[src/rtl/atss_pkg.sv]
// Shared types, constants and segment font for the temperature display scanner.
package atss_pkg;

  localparam int SAMPLE_BITS    = 10;
  localparam int DIGIT_COUNT    = 4;
  localparam int POS_BITS       = $clog2(DIGIT_COUNT);
  localparam int VALUE_BITS     = 16;
  localparam int TICK_BITS      = 16;
  localparam int SEG_BITS       = 8;
  localparam int CFG_INDEX_BITS = 8;
  localparam int CFG_DATA_BITS  = 16;
  localparam int Q0_BITS        = 7;   // thousands quotient of a 16-bit value, up to 65
  localparam int BCD_BITS       = 4;
  localparam int REST_BITS      = 10;  // remainder below 1000
  localparam int R2_BITS        = 7;   // remainder below 100

  typedef logic [SAMPLE_BITS-1:0]    sample_t;
  typedef logic [VALUE_BITS-1:0]     value_t;
  typedef logic [TICK_BITS-1:0]      tick_t;
  typedef logic [POS_BITS-1:0]       pos_t;
  typedef logic [SEG_BITS-1:0]       seg_t;
  typedef logic [CFG_INDEX_BITS-1:0] cfg_index_t;

  // Input kinds
  localparam logic KIND_SAMPLE = 1'b0;
  localparam logic KIND_TICK   = 1'b1;

  // Register indexes
  localparam cfg_index_t REG_REFRESH = cfg_index_t'(0);
  localparam cfg_index_t REG_DWELL   = cfg_index_t'(1);

  localparam tick_t REFRESH_RESET = tick_t'(500);
  localparam tick_t DWELL_RESET   = tick_t'(1);

  // 5 V full scale at 10 mV per degree, in hundredths of a degree
  localparam int FULL_SCALE = 50000;

  // Digit positions, leftmost first
  localparam pos_t POS_THOU = pos_t'(0);
  localparam pos_t POS_HUND = pos_t'(1);
  localparam pos_t POS_TENS = pos_t'(2);
  localparam pos_t POS_UNIT = pos_t'(3);

  // Reciprocal constants: floor(x / d) == (x * MUL) >> SHIFT over the range used
  localparam int THOU_MUL   = 67109;
  localparam int THOU_SHIFT = 26;
  localparam int HUND_MUL   = 41;
  localparam int HUND_SHIFT = 12;
  localparam int TEN_MUL    = 103;
  localparam int TEN_SHIFT  = 10;

  localparam seg_t SEG_DP = 8'h01;

  typedef struct packed {
    value_t value;
    pos_t   pos;
  } snap_t;

  typedef struct packed {
    value_t               value;
    pos_t                 pos;
    logic [Q0_BITS-1:0]   q0;
    logic [BCD_BITS-1:0]  q1;
    logic [BCD_BITS-1:0]  q2;
    logic [R2_BITS-1:0]   r2;
  } digits_t;

  // Segment font; bit0 DP, bit1 C, bit2 D, bit3 E, bit4 B, bit5 A, bit6 F, bit7 G
  function automatic seg_t glyph(input logic [Q0_BITS-1:0] d);
    seg_t s;
    case (d)
      7'd0:    s = 8'h7E;
      7'd1:    s = 8'h12;
      7'd2:    s = 8'hBC;
      7'd3:    s = 8'hB6;
      7'd4:    s = 8'hD2;
      7'd5:    s = 8'hE6;
      7'd6:    s = 8'hCE;
      7'd7:    s = 8'h32;
      7'd8:    s = 8'hFE;
      7'd9:    s = 8'hF2;
      default: s = 8'h00;  // anything above nine is blank
    endcase
    return s;
  endfunction

endpackage

[src/rtl/atss_if.sv]
// Channel interfaces: sample/tick input, display result, register writes.
interface atss_in_if;
  logic                   valid;
  logic                   ready;
  logic                   kind;
  atss_pkg::sample_t      sample;
  modport source (output valid, output kind, output sample, input ready);
  modport sink   (input valid, input kind, input sample, output ready);
endinterface

interface atss_out_if;
  logic                        valid;
  logic                        ready;
  atss_pkg::seg_t              segments;
  logic [atss_pkg::DIGIT_COUNT-1:0] digit_select;
  atss_pkg::value_t            shown_value;
  modport source (output valid, output segments, output digit_select, output shown_value,
                  input ready);
  modport sink   (input valid, input segments, input digit_select, input shown_value,
                  output ready);
endinterface

interface atss_cfg_if;
  logic                                valid;
  logic                                ready;
  atss_pkg::cfg_index_t                index;
  logic [atss_pkg::CFG_DATA_BITS-1:0]  data;
  modport source (output valid, output index, output data, input ready);
  modport sink   (input valid, input index, input data, output ready);
endinterface

[src/rtl/adc_temperature_seven_segment_scan.sv]
// Top level: temperature readout scanner for a multiplexed four-digit display.
//
// in_ch carries items of two kinds: kind 0 delivers a 10-bit ADC sample,
// kind 1 is one timer tick. Every accepted item yields exactly one result
// item on out_ch: segment lines, one-hot digit enable (bit0 = leftmost)
// and the displayed value in hundredths of a degree (XX.XX on the glass).
// cfg_ch writes refresh_ticks (index 0) and dwell_ticks (index 1); it is
// always ready, and indexes beyond those are dropped.
//
// Registered in order: state update, thousands split, hundreds split, tens
// split, glyph/output register. Throughput: one item per cycle unless
// out_ch stalls; the counters and the shown value live in a single
// register set updated at accept, so items may follow back to back. Each
// stage holds its item until the next is free, so a stalled out_ch fills
// the pipe and in_ch.ready drops only once all five stages are full.
//
// Reset (rst_n low, synchronous): registers return to 500 and 1, display
// value, counters and scan position clear to zero/leftmost, pipe empties.
// The first sample after reset latches the display at once.
module adc_temperature_seven_segment_scan (
  input  logic        clk,
  input  logic        rst_n,
  atss_in_if.sink     in_ch,
  atss_out_if.source  out_ch,
  atss_cfg_if.sink    cfg_ch
);

  logic                 snap_valid, snap_ready;
  atss_pkg::snap_t      snap;
  logic                 dig_valid, dig_ready;
  atss_pkg::digits_t    dig;

  // Event handling and the architectural state
  atss_state u_state (
    .clk          (clk),
    .rst_n        (rst_n),
    .in_ch        (in_ch),
    .cfg_ch       (cfg_ch),
    .snap_valid_o (snap_valid),
    .snap_ready_i (snap_ready),
    .snap_o       (snap)
  );

  // Decimal split, pipelined behind the state
  atss_digits u_digits (
    .clk          (clk),
    .rst_n        (rst_n),
    .snap_valid_i (snap_valid),
    .snap_ready_o (snap_ready),
    .snap_i       (snap),
    .dig_valid_o  (dig_valid),
    .dig_ready_i  (dig_ready),
    .dig_o        (dig)
  );

  // Font and output register
  atss_render u_render (
    .clk         (clk),
    .rst_n       (rst_n),
    .dig_valid_i (dig_valid),
    .dig_ready_o (dig_ready),
    .dig_i       (dig),
    .out_ch      (out_ch)
  );

  // Exactly one digit is driven per result
  a_onehot_select: assert property (@(posedge clk) disable iff (!rst_n)
    out_ch.valid |-> $onehot(out_ch.digit_select))
    else $error("digit_select not one-hot");

  // Decimal point sits on the second digit only
  a_dp_position: assert property (@(posedge clk) disable iff (!rst_n)
    out_ch.valid |-> (out_ch.segments[0] == out_ch.digit_select[atss_pkg::POS_HUND]))
    else $error("decimal point on wrong digit");

  // Scaled value never reaches full scale
  a_value_range: assert property (@(posedge clk) disable iff (!rst_n)
    out_ch.valid |-> (32'(out_ch.shown_value) < atss_pkg::FULL_SCALE))
    else $error("shown_value out of range");

  // The split always yields a decimal digit for the hundreds and tens
  a_digit_range: assert property (@(posedge clk) disable iff (!rst_n)
    dig_valid |-> (dig.q1 < 4'd10) && (dig.q2 < 4'd10))
    else $error("decimal split out of range");

endmodule

[src/rtl/atss_state.sv]
// Registers, sample scaling, refresh and scan counters; emits a value/position snapshot.
module atss_state (
  input  logic              clk,
  input  logic              rst_n,
  atss_in_if.sink           in_ch,
  atss_cfg_if.sink          cfg_ch,
  output logic              snap_valid_o,
  input  logic              snap_ready_i,
  output atss_pkg::snap_t   snap_o
);

  atss_pkg::tick_t   refresh_ticks_r, dwell_ticks_r;
  atss_pkg::sample_t latest_r, latest_nxt;
  atss_pkg::value_t  shown_r, shown_nxt;
  logic              have_first_r, have_first_nxt;
  atss_pkg::tick_t   refresh_cnt_r, refresh_cnt_nxt;
  atss_pkg::tick_t   dwell_cnt_r, dwell_cnt_nxt;
  atss_pkg::pos_t    pos_r, pos_nxt;
  logic              snap_valid_r;

  logic                                      take;
  atss_pkg::sample_t                         scale_src;
  logic [atss_pkg::SAMPLE_BITS+16-1:0]       scale_prod;
  atss_pkg::value_t                          scaled;
  logic [atss_pkg::TICK_BITS:0]              refresh_inc, dwell_inc;
  logic                                      refresh_hit, dwell_hit;

  assign cfg_ch.ready = 1'b1;
  assign in_ch.ready  = !snap_valid_r || snap_ready_i;
  assign take         = in_ch.valid && in_ch.ready;

  // hundredths = raw * 50000 >> SAMPLE_BITS
  assign scale_src  = (in_ch.kind == atss_pkg::KIND_SAMPLE) ? in_ch.sample : latest_r;
  assign scale_prod = (atss_pkg::SAMPLE_BITS+16)'(scale_src)
                    * (atss_pkg::SAMPLE_BITS+16)'(atss_pkg::FULL_SCALE);
  assign scaled     = scale_prod[atss_pkg::SAMPLE_BITS +: atss_pkg::VALUE_BITS];

  assign refresh_inc = {1'b0, refresh_cnt_r} + 1'b1;
  assign dwell_inc   = {1'b0, dwell_cnt_r} + 1'b1;
  assign refresh_hit = refresh_inc >= {1'b0, refresh_ticks_r};
  assign dwell_hit   = dwell_inc >= {1'b0, dwell_ticks_r};

  always_comb begin
    latest_nxt      = latest_r;
    shown_nxt       = shown_r;
    have_first_nxt  = have_first_r;
    refresh_cnt_nxt = refresh_cnt_r;
    dwell_cnt_nxt   = dwell_cnt_r;
    pos_nxt         = pos_r;
    if (in_ch.kind == atss_pkg::KIND_SAMPLE) begin
      latest_nxt = in_ch.sample;
      if (!have_first_r) begin
        shown_nxt       = scaled;
        have_first_nxt  = 1'b1;
        refresh_cnt_nxt = '0;
      end
    end else begin
      // no refresh counting until the first sample
      if (have_first_r) begin
        if (refresh_hit) begin
          shown_nxt       = scaled;
          refresh_cnt_nxt = '0;
        end else begin
          refresh_cnt_nxt = refresh_inc[atss_pkg::TICK_BITS-1:0];
        end
      end
      if (dwell_hit) begin
        pos_nxt       = (pos_r == atss_pkg::pos_t'(atss_pkg::DIGIT_COUNT-1)) ? '0 : pos_r + 1'b1;
        dwell_cnt_nxt = '0;
      end else begin
        dwell_cnt_nxt = dwell_inc[atss_pkg::TICK_BITS-1:0];
      end
    end
  end

  always_ff @(posedge clk) begin
    if (!rst_n) begin
      refresh_ticks_r <= atss_pkg::REFRESH_RESET;
      dwell_ticks_r   <= atss_pkg::DWELL_RESET;
      latest_r        <= '0;
      shown_r         <= '0;
      have_first_r    <= 1'b0;
      refresh_cnt_r   <= '0;
      dwell_cnt_r     <= '0;
      pos_r           <= atss_pkg::POS_THOU;
      snap_valid_r    <= 1'b0;
    end else begin
      if (cfg_ch.valid && cfg_ch.ready) begin
        if (cfg_ch.index == atss_pkg::REG_REFRESH) begin
          refresh_ticks_r <= cfg_ch.data;
        end
        if (cfg_ch.index == atss_pkg::REG_DWELL) begin
          dwell_ticks_r <= cfg_ch.data;
        end
      end
      if (take) begin
        latest_r      <= latest_nxt;
        shown_r       <= shown_nxt;
        have_first_r  <= have_first_nxt;
        refresh_cnt_r <= refresh_cnt_nxt;
        dwell_cnt_r   <= dwell_cnt_nxt;
        pos_r         <= pos_nxt;
        snap_valid_r  <= 1'b1;
      end else if (snap_ready_i) begin
        snap_valid_r <= 1'b0;
      end
    end
  end

  assign snap_valid_o = snap_valid_r;
  assign snap_o       = '{value: shown_r, pos: pos_r};

endmodule

[src/rtl/atss_digits.sv]
// Three-stage decimal split of the displayed value by reciprocal multiplies.
module atss_digits (
  input  logic                clk,
  input  logic                rst_n,
  input  logic                snap_valid_i,
  output logic                snap_ready_o,
  input  atss_pkg::snap_t     snap_i,
  output logic                dig_valid_o,
  input  logic                dig_ready_i,
  output atss_pkg::digits_t   dig_o
);

  // stage 2: thousands
  logic                              s2_valid_r;
  atss_pkg::snap_t                   s2_snap_r;
  logic [atss_pkg::Q0_BITS-1:0]      s2_q0_r;
  // stage 3: hundreds
  logic                              s3_valid_r;
  atss_pkg::snap_t                   s3_snap_r;
  logic [atss_pkg::Q0_BITS-1:0]      s3_q0_r;
  logic [atss_pkg::REST_BITS-1:0]    s3_rest_r;
  logic [atss_pkg::BCD_BITS-1:0]     s3_q1_r;
  // stage 4: tens
  logic                              s4_valid_r;
  atss_pkg::digits_t                 s4_r;

  logic s2_ready, s3_ready, s4_ready;

  logic [32:0]                       thou_prod;
  logic [15:0]                       thou_back, rest_diff;
  logic [atss_pkg::REST_BITS-1:0]    rest;
  logic [15:0]                       hund_prod;
  logic [9:0]                        hund_back, r2_diff;
  logic [atss_pkg::R2_BITS-1:0]      r2;
  logic [13:0]                       ten_prod;

  assign s4_ready     = !s4_valid_r || dig_ready_i;
  assign s3_ready     = !s3_valid_r || s4_ready;
  assign s2_ready     = !s2_valid_r || s3_ready;
  assign snap_ready_o = s2_ready;

  assign thou_prod = 33'(snap_i.value) * 33'(atss_pkg::THOU_MUL);

  assign thou_back = 16'(s2_q0_r) * 16'(1000);
  assign rest_diff = s2_snap_r.value - thou_back;
  assign rest      = rest_diff[atss_pkg::REST_BITS-1:0];
  assign hund_prod = 16'(rest) * 16'(atss_pkg::HUND_MUL);

  assign hund_back = 10'(s3_q1_r) * 10'(100);
  assign r2_diff   = s3_rest_r - hund_back;
  assign r2        = r2_diff[atss_pkg::R2_BITS-1:0];
  assign ten_prod  = 14'(r2) * 14'(atss_pkg::TEN_MUL);

  always_ff @(posedge clk) begin
    if (!rst_n) begin
      s2_valid_r <= 1'b0;
      s3_valid_r <= 1'b0;
      s4_valid_r <= 1'b0;
    end else begin
      if (s2_ready) begin
        s2_valid_r <= snap_valid_i;
      end
      if (s3_ready) begin
        s3_valid_r <= s2_valid_r;
      end
      if (s4_ready) begin
        s4_valid_r <= s3_valid_r;
      end
    end
  end

  always_ff @(posedge clk) begin
    if (s2_ready && snap_valid_i) begin
      s2_snap_r <= snap_i;
      s2_q0_r   <= thou_prod[atss_pkg::THOU_SHIFT +: atss_pkg::Q0_BITS];
    end
    if (s3_ready && s2_valid_r) begin
      s3_snap_r <= s2_snap_r;
      s3_q0_r   <= s2_q0_r;
      s3_rest_r <= rest;
      s3_q1_r   <= hund_prod[atss_pkg::HUND_SHIFT +: atss_pkg::BCD_BITS];
    end
    if (s4_ready && s3_valid_r) begin
      s4_r.value <= s3_snap_r.value;
      s4_r.pos   <= s3_snap_r.pos;
      s4_r.q0    <= s3_q0_r;
      s4_r.q1    <= s3_q1_r;
      s4_r.q2    <= ten_prod[atss_pkg::TEN_SHIFT +: atss_pkg::BCD_BITS];
      s4_r.r2    <= r2;
    end
  end

  assign dig_valid_o = s4_valid_r;
  assign dig_o       = s4_r;

endmodule

[src/rtl/atss_render.sv]
// Glyph lookup for the scanned digit, digit enable and the result register.
module atss_render (
  input  logic                clk,
  input  logic                rst_n,
  input  logic                dig_valid_i,
  output logic                dig_ready_o,
  input  atss_pkg::digits_t   dig_i,
  atss_out_if.source          out_ch
);

  logic                                out_valid_r;
  atss_pkg::seg_t                      seg_r, seg_nxt;
  logic [atss_pkg::DIGIT_COUNT-1:0]    sel_r, sel_nxt;
  atss_pkg::value_t                    value_r;

  logic [atss_pkg::R2_BITS-1:0]        ten_back, unit_diff;
  logic [atss_pkg::BCD_BITS-1:0]       units;

  assign dig_ready_o = !out_valid_r || out_ch.ready;

  assign ten_back  = atss_pkg::R2_BITS'(dig_i.q2) * atss_pkg::R2_BITS'(10);
  assign unit_diff = dig_i.r2 - ten_back;
  assign units     = unit_diff[atss_pkg::BCD_BITS-1:0];

  always_comb begin
    sel_nxt             = '0;
    sel_nxt[dig_i.pos]  = 1'b1;
    case (dig_i.pos)
      atss_pkg::POS_THOU: seg_nxt = atss_pkg::glyph(dig_i.q0);
      atss_pkg::POS_HUND: seg_nxt = atss_pkg::glyph(atss_pkg::Q0_BITS'(dig_i.q1))
                                    | atss_pkg::SEG_DP;
      atss_pkg::POS_TENS: seg_nxt = atss_pkg::glyph(atss_pkg::Q0_BITS'(dig_i.q2));
      default:            seg_nxt = atss_pkg::glyph(atss_pkg::Q0_BITS'(units));
    endcase
  end

  always_ff @(posedge clk) begin
    if (!rst_n) begin
      out_valid_r <= 1'b0;
    end else if (dig_ready_o) begin
      out_valid_r <= dig_valid_i;
    end
  end

  always_ff @(posedge clk) begin
    if (dig_ready_o && dig_valid_i) begin
      seg_r   <= seg_nxt;
      sel_r   <= sel_nxt;
      value_r <= dig_i.value;
    end
  end

  assign out_ch.valid        = out_valid_r;
  assign out_ch.segments     = seg_r;
  assign out_ch.digit_select = sel_r;
  assign out_ch.shown_value  = value_r;

endmodule

[src/flat_wrapper.sv]
// flat-port wrapper written by rule: the top's interface ports become plain ports
module adc_temperature_seven_segment_scan_flat 
  (clk, rst_n, in_ch_valid, in_ch_kind, in_ch_sample, in_ch_ready, out_ch_valid, out_ch_segments, out_ch_digit_select, out_ch_shown_value, out_ch_ready, cfg_ch_valid, cfg_ch_index, cfg_ch_data, cfg_ch_ready);
  atss_in_if in_ch_i ();
  atss_out_if out_ch_i ();
  atss_cfg_if cfg_ch_i ();
  input  logic clk;
  input  logic rst_n;
  input wire logic [$bits(in_ch_i.valid)-1:0] in_ch_valid;
  input wire logic [$bits(in_ch_i.kind)-1:0] in_ch_kind;
  input wire logic [$bits(in_ch_i.sample)-1:0] in_ch_sample;
  output wire logic [$bits(in_ch_i.ready)-1:0] in_ch_ready;
  output wire logic [$bits(out_ch_i.valid)-1:0] out_ch_valid;
  output wire logic [$bits(out_ch_i.segments)-1:0] out_ch_segments;
  output wire logic [$bits(out_ch_i.digit_select)-1:0] out_ch_digit_select;
  output wire logic [$bits(out_ch_i.shown_value)-1:0] out_ch_shown_value;
  input wire logic [$bits(out_ch_i.ready)-1:0] out_ch_ready;
  input wire logic [$bits(cfg_ch_i.valid)-1:0] cfg_ch_valid;
  input wire logic [$bits(cfg_ch_i.index)-1:0] cfg_ch_index;
  input wire logic [$bits(cfg_ch_i.data)-1:0] cfg_ch_data;
  output wire logic [$bits(cfg_ch_i.ready)-1:0] cfg_ch_ready;
  assign in_ch_i.valid = in_ch_valid;
  assign in_ch_i.kind = in_ch_kind;
  assign in_ch_i.sample = in_ch_sample;
  assign in_ch_ready = in_ch_i.ready;
  assign out_ch_valid = out_ch_i.valid;
  assign out_ch_segments = out_ch_i.segments;
  assign out_ch_digit_select = out_ch_i.digit_select;
  assign out_ch_shown_value = out_ch_i.shown_value;
  assign out_ch_i.ready = out_ch_ready;
  assign cfg_ch_i.valid = cfg_ch_valid;
  assign cfg_ch_i.index = cfg_ch_index;
  assign cfg_ch_i.data = cfg_ch_data;
  assign cfg_ch_ready = cfg_ch_i.ready;
  adc_temperature_seven_segment_scan u_core (.clk(clk), .rst_n(rst_n), .in_ch(in_ch_i), .out_ch(out_ch_i), .cfg_ch(cfg_ch_i));
endmodule
[config.mk]
export PLATFORM = sky130hd
export DESIGN_NAME = adc_temperature_seven_segment_scan_flat
export DESIGN_NICKNAME = d
export VERILOG_FILES = /design/src/rtl/atss_pkg.sv /design/src/rtl/atss_if.sv /design/src/rtl/adc_temperature_seven_segment_scan.sv /design/src/rtl/atss_state.sv /design/src/rtl/atss_digits.sv /design/src/rtl/atss_render.sv /design/src/flat_wrapper.sv
export SDC_FILE = /design/constraint.sdc
export NUM_CORES = 1
export LEC_CHECK = 0
export ABC_AREA = 1
export BUFFER_PORTS_ARGS = -buffer_cell sky130_fd_sc_hd__buf_4
export CORE_UTILIZATION = 35
export CTS_BUF_LIST = sky130_fd_sc_hd__clkbuf_8 sky130_fd_sc_hd__clkbuf_16
export CTS_CLUSTER_DIAMETER = 100
export DETAILED_ROUTE_END_ITERATION = 8
export GPL_ROUTABILITY_DRIVEN = 0
export HOLD_SLACK_MARGIN = 0.12
export PLACE_DENSITY = 0.55
export SETUP_SLACK_MARGIN = 0.2
export SYNTH_ARGS = -nofsm -noshare
export SYNTH_HDL_FRONTEND = slang
export SYNTH_HIERARCHICAL = 1
export SYNTH_SLANG_ARGS = --single-unit
[constraint.sdc]
create_clock -name clk -period 4.2 [get_ports clk]
set_input_delay 0 -clock clk [delete_from_list [all_inputs] [get_ports clk]]
set_output_delay 0 -clock clk [all_outputs]
set_load 0.005 [all_outputs]
After elaboration in Yosys (flattened, before gate mapping)
Memory sizes are Yosys's and may differ from the RTL's. A register that Yosys moved wholly into a read port is not among the register bits.
Index checks and enable logic that the tools add are counted.
Storage, ports and cells
  flip-flop bits (word level): 224
  latch bits: 0
  bits in writable memories: 0
  bits in read-only memories: 448
  input port bits: 40
  output and inout bits: 31
  word-level logic and storage cells: 106
  memories: 4
Memories
  (name not given): words 16, bits a word 7, rd ports 1, clocked after Yosys merged registers in 1, write ports 0, line atss_pkg.sv:71  | case (d)
  (name not given): words 16, bits a word 7, rd ports 1, clocked after Yosys merged registers in 1, write ports 0, line atss_pkg.sv:71
  (name not given): words 16, bits a word 7, rd ports 1, clocked after Yosys merged registers in 1, write ports 0, line atss_pkg.sv:71
  (name not given): words 16, bits a word 7, rd ports 1, clocked after Yosys merged registers in 0, write ports 0, line atss_pkg.sv:71
Cells by class
  add/subtract/negate cells: 6
  multiply operators: 7
  div/mod/pow operators: 0
  order comparisons: 4
  eq/ne operators: 7
  shifts and indexed selects: 0
  muxes and demuxes: 20
  bitwise logic cells: 1
  reductions and logical operators: 27
Operator list (number)
  2-to-1 mux 16 bit: 9
  adder 16 x 1 -> 17 bit, second input constant: 2
  greater-or-equal comparator 17 x 16 -> 1 bit: 2
  multiplier 16 x 17 -> 33 bit, second input constant: 1
  one-hot mux 8 bit (3 select lines): 1
  multiplier 10 x 12 -> 22 bit, second input constant: 1
  multiplier 10 x 6 -> 16 bit, second input constant: 1
  multiplier 7 x 7 -> 14 bit, second input constant: 1
  2-to-1 mux 4 bit: 3
  2-to-1 mux 10 bit: 1
  subtractor 10 bit: 1
  equality test 8 x 1 -> 1 bit, second input constant: 1
  logical NOT 8 bit: 1
  2-to-1 mux 8 bit: 1
  AND reduction 2 bit: 4
  multiplier 7 x 3 -> 7 bit, second input constant: 1
  subtractor 7 bit: 1
  logical AND 1 bit: 6
  AND reduction 3 bit: 2
  logical NOT 1 bit: 5
  logical OR 1 bit: 5
  multiplier 4 x 5 -> 5 bit, second input constant: 1
  equality test 2 bit, second input constant: 2
  multiplier 4 x 3 -> 3 bit, second input constant: 1
  other kinds (15): 18

Longest topological paths before layout
  depth in word-level cells: 8
  depth in mapped cells: 28
  mapped depth without buffers: 28

Cells and area by module
Netlist, hierarchy kept.
Modules (own cells, without submodules)
  atss_digits: times used 1, cells an instance 1010, area each 9489.1 um2, sequential area each 2942.8 um2
  atss_state: times used 1, cells an instance 994, area each 7258.2 um2, sequential area each 1881.8 um2
  atss_render: times used 1, cells an instance 230, area each 1856.8 um2, sequential area each 830.8 um2

Least setup slack after synthesis
Ideal clock, no wire load.
  kind: register -> register
  start point: reg u_core/u_digits/s2_q0_r[1] in the netlist's numbering
  end point: reg u_core/u_digits/s3_q1_r[3] in the netlist's numbering, data pin
  library setup time: 253 ps
  arrival time: 4166 ps
  required time: 3947 ps
  slack: -219 ps
  stages on the path, launching flop included: 27
  path buffers: 0
  clock period less this slack: 4419 ps
  cell sequence: edfxtp_1 -> inv_1 -> ha_1 -> ha_1 -> ha_1 -> inv_1 -> fa_1 -> xor2_1 -> ha_1 -> nand2_1 -> o211ai_1 -> inv_1 -> nand2_2 -> nand2_2 -> nand2_1 -> nand2_1 -> ha_1 -> ha_1 -> ha_1 -> inv_1 -> o21ai_0 -> nand2_1 -> nand2_1 -> a21oi_1 -> nand3_1 -> nand2_1 -> nand2_1
Between the ends
  cells in the longest elaborated chain, start to end: 3
Ends and longest elaborated chain
  start, declared: line atss_digits.sv:16  | logic [atss_pkg::Q0_BITS-1:0] s2_q0_r;
  start signal, assigned: line atss_digits.sv:75  | s2_q0_r <= thou_prod[atss_pkg::THOU_SHIFT +: atss_pkg::Q0_BITS];
  multiplier 7 x 3 -> 7 bit: line atss_digits.sv:44  | assign thou_back = 16'(s2_q0_r) * 16'(1000);
  subtractor 10 bit: line atss_digits.sv:45  | assign rest_diff = s2_snap_r.value - thou_back;
  multiplier 10 x 6 -> 16 bit: line atss_digits.sv:47  | assign hund_prod = 16'(rest) * 16'(atss_pkg::HUND_MUL);
  net u_core.u_digits.hund_prod[15]: line atss_digits.sv:32  | logic [15:0] hund_prod;
  end signal, assigned: line atss_digits.sv:81  | s3_q1_r <= hund_prod[atss_pkg::HUND_SHIFT +: atss_pkg::BCD_BITS];
  end, declared: line atss_digits.sv:22  | logic [atss_pkg::BCD_BITS-1:0] s3_q1_r;
The timed path passes the listed nets, and every way through them passes these cells.
A chain may end at the register's enable or synchronous reset.

Worst setup path after layout
Same ends and word-level chain as after synthesis.

==> flow_metrics.env <==
export IMPL_leakagePower_nw=11.5
export IMPL_top_layer_used="met4"
export IMPL_crit_type="reg2reg"
export IMPL_worst_slew_pin_slew_ps=1050
export IMPL_vdd_drop_max_mv=1.25
export IMPL_syn_area_per_cell_sq_um=8.30
export IMPL_coreArea_sq_um=51800
export IMPL_grt_max_degree=66
export IMPL_relSlewSlack_pct=30.1
export IMPL_hold_viol_final=0
export IMPL_setup_slack_ps=-30.7
export IMPL_rows=83
export IMPL_dieArea_sq_um=53800
export IMPL_cts_sinks=218
export IMPL_violations="setup timing"
export IMPL_fin_crit_ps=4230
export IMPL_worst_hold_path_endpoint="u_core/u_state/latest_r[0]$_SDFFE_PN0P_"
export IMPL_cts_root_buf="clkbuf_16"
export IMPL_grt_overflow_total=0
export IMPL_routed_via_density=4.74
export IMPL_r2r_slack_ps=-30
export IMPL_synthCells=2231
export IMPL_numCtsBuffers=28
export IMPL_p_sw_mw=9.42
export IMPL_worst_hold_slack_ps=154
export IMPL_final_layout_size_suffix_gt1_share_pct=24.2
export IMPL_hold_start="in_ch_sample[0]"
export IMPL_post_dp_hpwl_mm=33.0
export IMPL_dr_pass1_iters=6
export IMPL_power_internal_mw=11.1
export IMPL_ant_nets=0
export IMPL_final_setup_tns_ps=-34.4
export IMPL_insertion_delay_ps=560
export IMPL_initial_core_util_pct=35.7
export IMPL_via_count=14996
export IMPL_htreeDepth=1
export IMPL_met3WireLength_mm=1.30
export IMPL_fmax_mhz=236
export IMPL_ff2ff_path_depth=28
export IMPL_wire_per_inst_um=13.8
export IMPL_fin_worst_skew_ps=26.0
export IMPL_port_buffers=69
export IMPL_grt_use_total_pct=15.8
export IMPL_ys_warn_count=6
export IMPL_maxCapViolations=0
export IMPL_layout_nets=2918
export IMPL_wl_met2_mm=21.6
export IMPL_combPwrFrac_pct=74.8
export IMPL_fin_crit_sh_pct=101
export IMPL_worstPathRequired_ps=4500
export IMPL_wl_met1_mm=19.3
export IMPL_dpl_cell_area_sq_um=20700
export IMPL_syn_to_final_growth_pct=30.5
export IMPL_path_common_cell="ha_4"
export IMPL_drt_iter0_drc=573
export IMPL_min_path_type="in2reg"
export IMPL_clockPowerShare_pct=12.2
export IMPL_end_kind="register"
export IMPL_power_frac_seq_pct=13.1
export IMPL_drc=0
export IMPL_crit_slowest_cell="edfxtp_1"
export IMPL_syn_area_sq_um=18500
export IMPL_cts_buffer_depth=3
export IMPL_status="complete, but fails checks"
export IMPL_num_io_pins=71
export IMPL_first_global_vias=14964
export IMPL_finalWirelength_mm=43.6
export IMPL_cts_tree="done"
export IMPL_dieHeight_um=232
export IMPL_hold_path_depth=5
export IMPL_crit_path_start_kind="register"
export IMPL_arrival_ps=4530
export IMPL_fill_cells=4783
export IMPL_syn_num_nets=2690
export IMPL_final_area_sq_um=24200
export IMPL_antenna_found_initial=0
export IMPL_cp_max_fo=4
export IMPL_fp_dieW_um=232
export IMPL_final_max_slew_viol_count=0
export IMPL_rsz0062_at_grt="true"
export IMPL_crit_reg2reg_capture="u_core/u_digits/s3_q1_r[3]$_DFFE_PP_"
export IMPL_setup_viol=2
export IMPL_slowest_delay_ps=420
export IMPL_rr_startpoint="u_core/u_digits/s2_q0_r[1]$_DFFE_PP_"
export IMPL_total_power_mw=20.5
export IMPL_post_place_ws_ps=-73.9
export IMPL_grt_pass1_wl_mm=70.3
export IMPL_swShare_pct=46.0
export IMPL_clkTransAtPathRegs_ps=70
export IMPL_power_density_nw_per_um2=848
==> routing by layer <==
metal	vias to the layer above	GRT usage, %
li1	7678	-
met3	96	1.88
met1	6988	19.4
met2	234	28.3
met4	0	5.24
met5	-	0
==> placed cells by master, fill, tap and decap left out, drive strengths merged, types with 4 or more instances in the layout <==
master	count
a21oi	157
buf	185
bufinv	4
clkbuf	30
clkinv	9
dfxtp	98
dlygate4sd3	43
edfxtp	120
fa	71
ha	348
inv	411
nand2	518
nand3	98
nand3b	5
nand4	24
nor2	163
nor3	15
o211ai	8
o21a	5
o21ai	78
o21bai	8
or2	6
xnor2	20
xor2	36
==> through the flow <==
| step | utilization [%] | instances |
|---|---|---|
| after floorplan | - | 2231 |
| after global placement | 39.9 | 3031 |
| after detailed placement | 39.9 | 3031 |
| after CTS | 44.0 | 3140 |
| after global routing | 46.6 | 3160 |
| final | 46.6 | 3161 |
==> sequential cells by signal, summed over array words and instances, names as in the netlist, 8 cells and up <==
| register | cells |
|---|---|
| u_core/u_digits/dig_o | 35 |
| u_core/u_digits/s2_snap_r | 18 |
| u_core/u_digits/s3_snap_r | 18 |
| u_core/u_render/out_ch.segments | 8 |
| u_core/u_render/out_ch.shown_value | 16 |
| u_core/u_state/dwell_cnt_r | 16 |
| u_core/u_state/dwell_ticks_r | 16 |
| u_core/u_state/latest_r | 10 |
| u_core/u_state/refresh_cnt_r | 16 |
| u_core/u_state/refresh_ticks_r | 16 |
| u_core/u_state/shown_r | 16 |
==> power by group through the flow <==
stage          registers, mW  clock network (mW)  logic, mW
3_5_place_dp            2.72                   0       11.1
4_1_cts                 2.67                2.58       13.2
2_1_floorplan           2.70                   0       8.37
3_3_place_gp            2.72                   0       11.0
6_report                2.68                2.49       15.3
5_1_grt                 2.69                2.65       17.1
==> how the worst max path moves through the flow <==
stage                                         startpoint                                    to  slack [ps]  cells past startpoint
finish              u_core/u_digits/s2_q0_r[1]$_DFFE_PP_  u_core/u_digits/s3_q1_r[3]$_DFFE_PP_         -30                     28
global route        u_core/u_digits/s2_q0_r[1]$_DFFE_PP_  u_core/u_digits/s3_q1_r[3]$_DFFE_PP_        -270                     28
CTS                 u_core/u_digits/s2_q0_r[1]$_DFFE_PP_  u_core/u_digits/s3_q1_r[3]$_DFFE_PP_        -0.8                     28
detailed placement  u_core/u_digits/s2_q0_r[3]$_DFFE_PP_  u_core/u_digits/s3_q1_r[2]$_DFFE_PP_         -70                     18
global placement    u_core/u_digits/s2_q0_r[1]$_DFFE_PP_  u_core/u_digits/s3_q1_r[2]$_DFFE_PP_         -60                     19
floorplan           u_core/u_digits/s2_q0_r[3]$_DFFE_PP_  u_core/u_digits/s3_q1_r[3]$_DFFE_PP_         150                     27
==> critical path: cells and delay by family, from the launching register on <==
family	cells	cell delay, ps
buffers and inverters	5	360
AO/OA/AOI/OAI	3	350
AND/OR/NAND/NOR	11	810
XOR/XNOR	1	150
adder cells (fa/ha/maj)	8	1940
flip-flops	1	420
==> layout make-up <==
| class | instances | area (sq um) | share of cell area, % |
|---|---|---|---|
| Antenna cell | 1 | 2.50 | 0.0104 |
| Clock buffer | 30 | 739 | 3.06 |
| Clock inverter | 21 | 223 | 0.922 |
| Inverter | 405 | 1530 | 6.34 |
| Multi-Input combinational cell | 1578 | 13300 | 55.0 |
| Sequential cell | 218 | 5600 | 23.2 |
| Tap cell | 680 | 851 | 3.52 |
| Timing Repair Buffer | 228 | 1910 | 7.92 |
==> timing repair <==
| action | 4_1_cts | 5_1_grt |
|---|---|---|
| buffers inserted | 15 | 20 |
| gates resized for setup | 114 | 267 |
| pin swaps | 66 | 143 |
| endpoints found under the hold margin | 68 | 0 |
| hold buffers | 43 | 0 |
| setup endpoints to repair | 27 | 29 |
(Power assumes the default switching activity.)
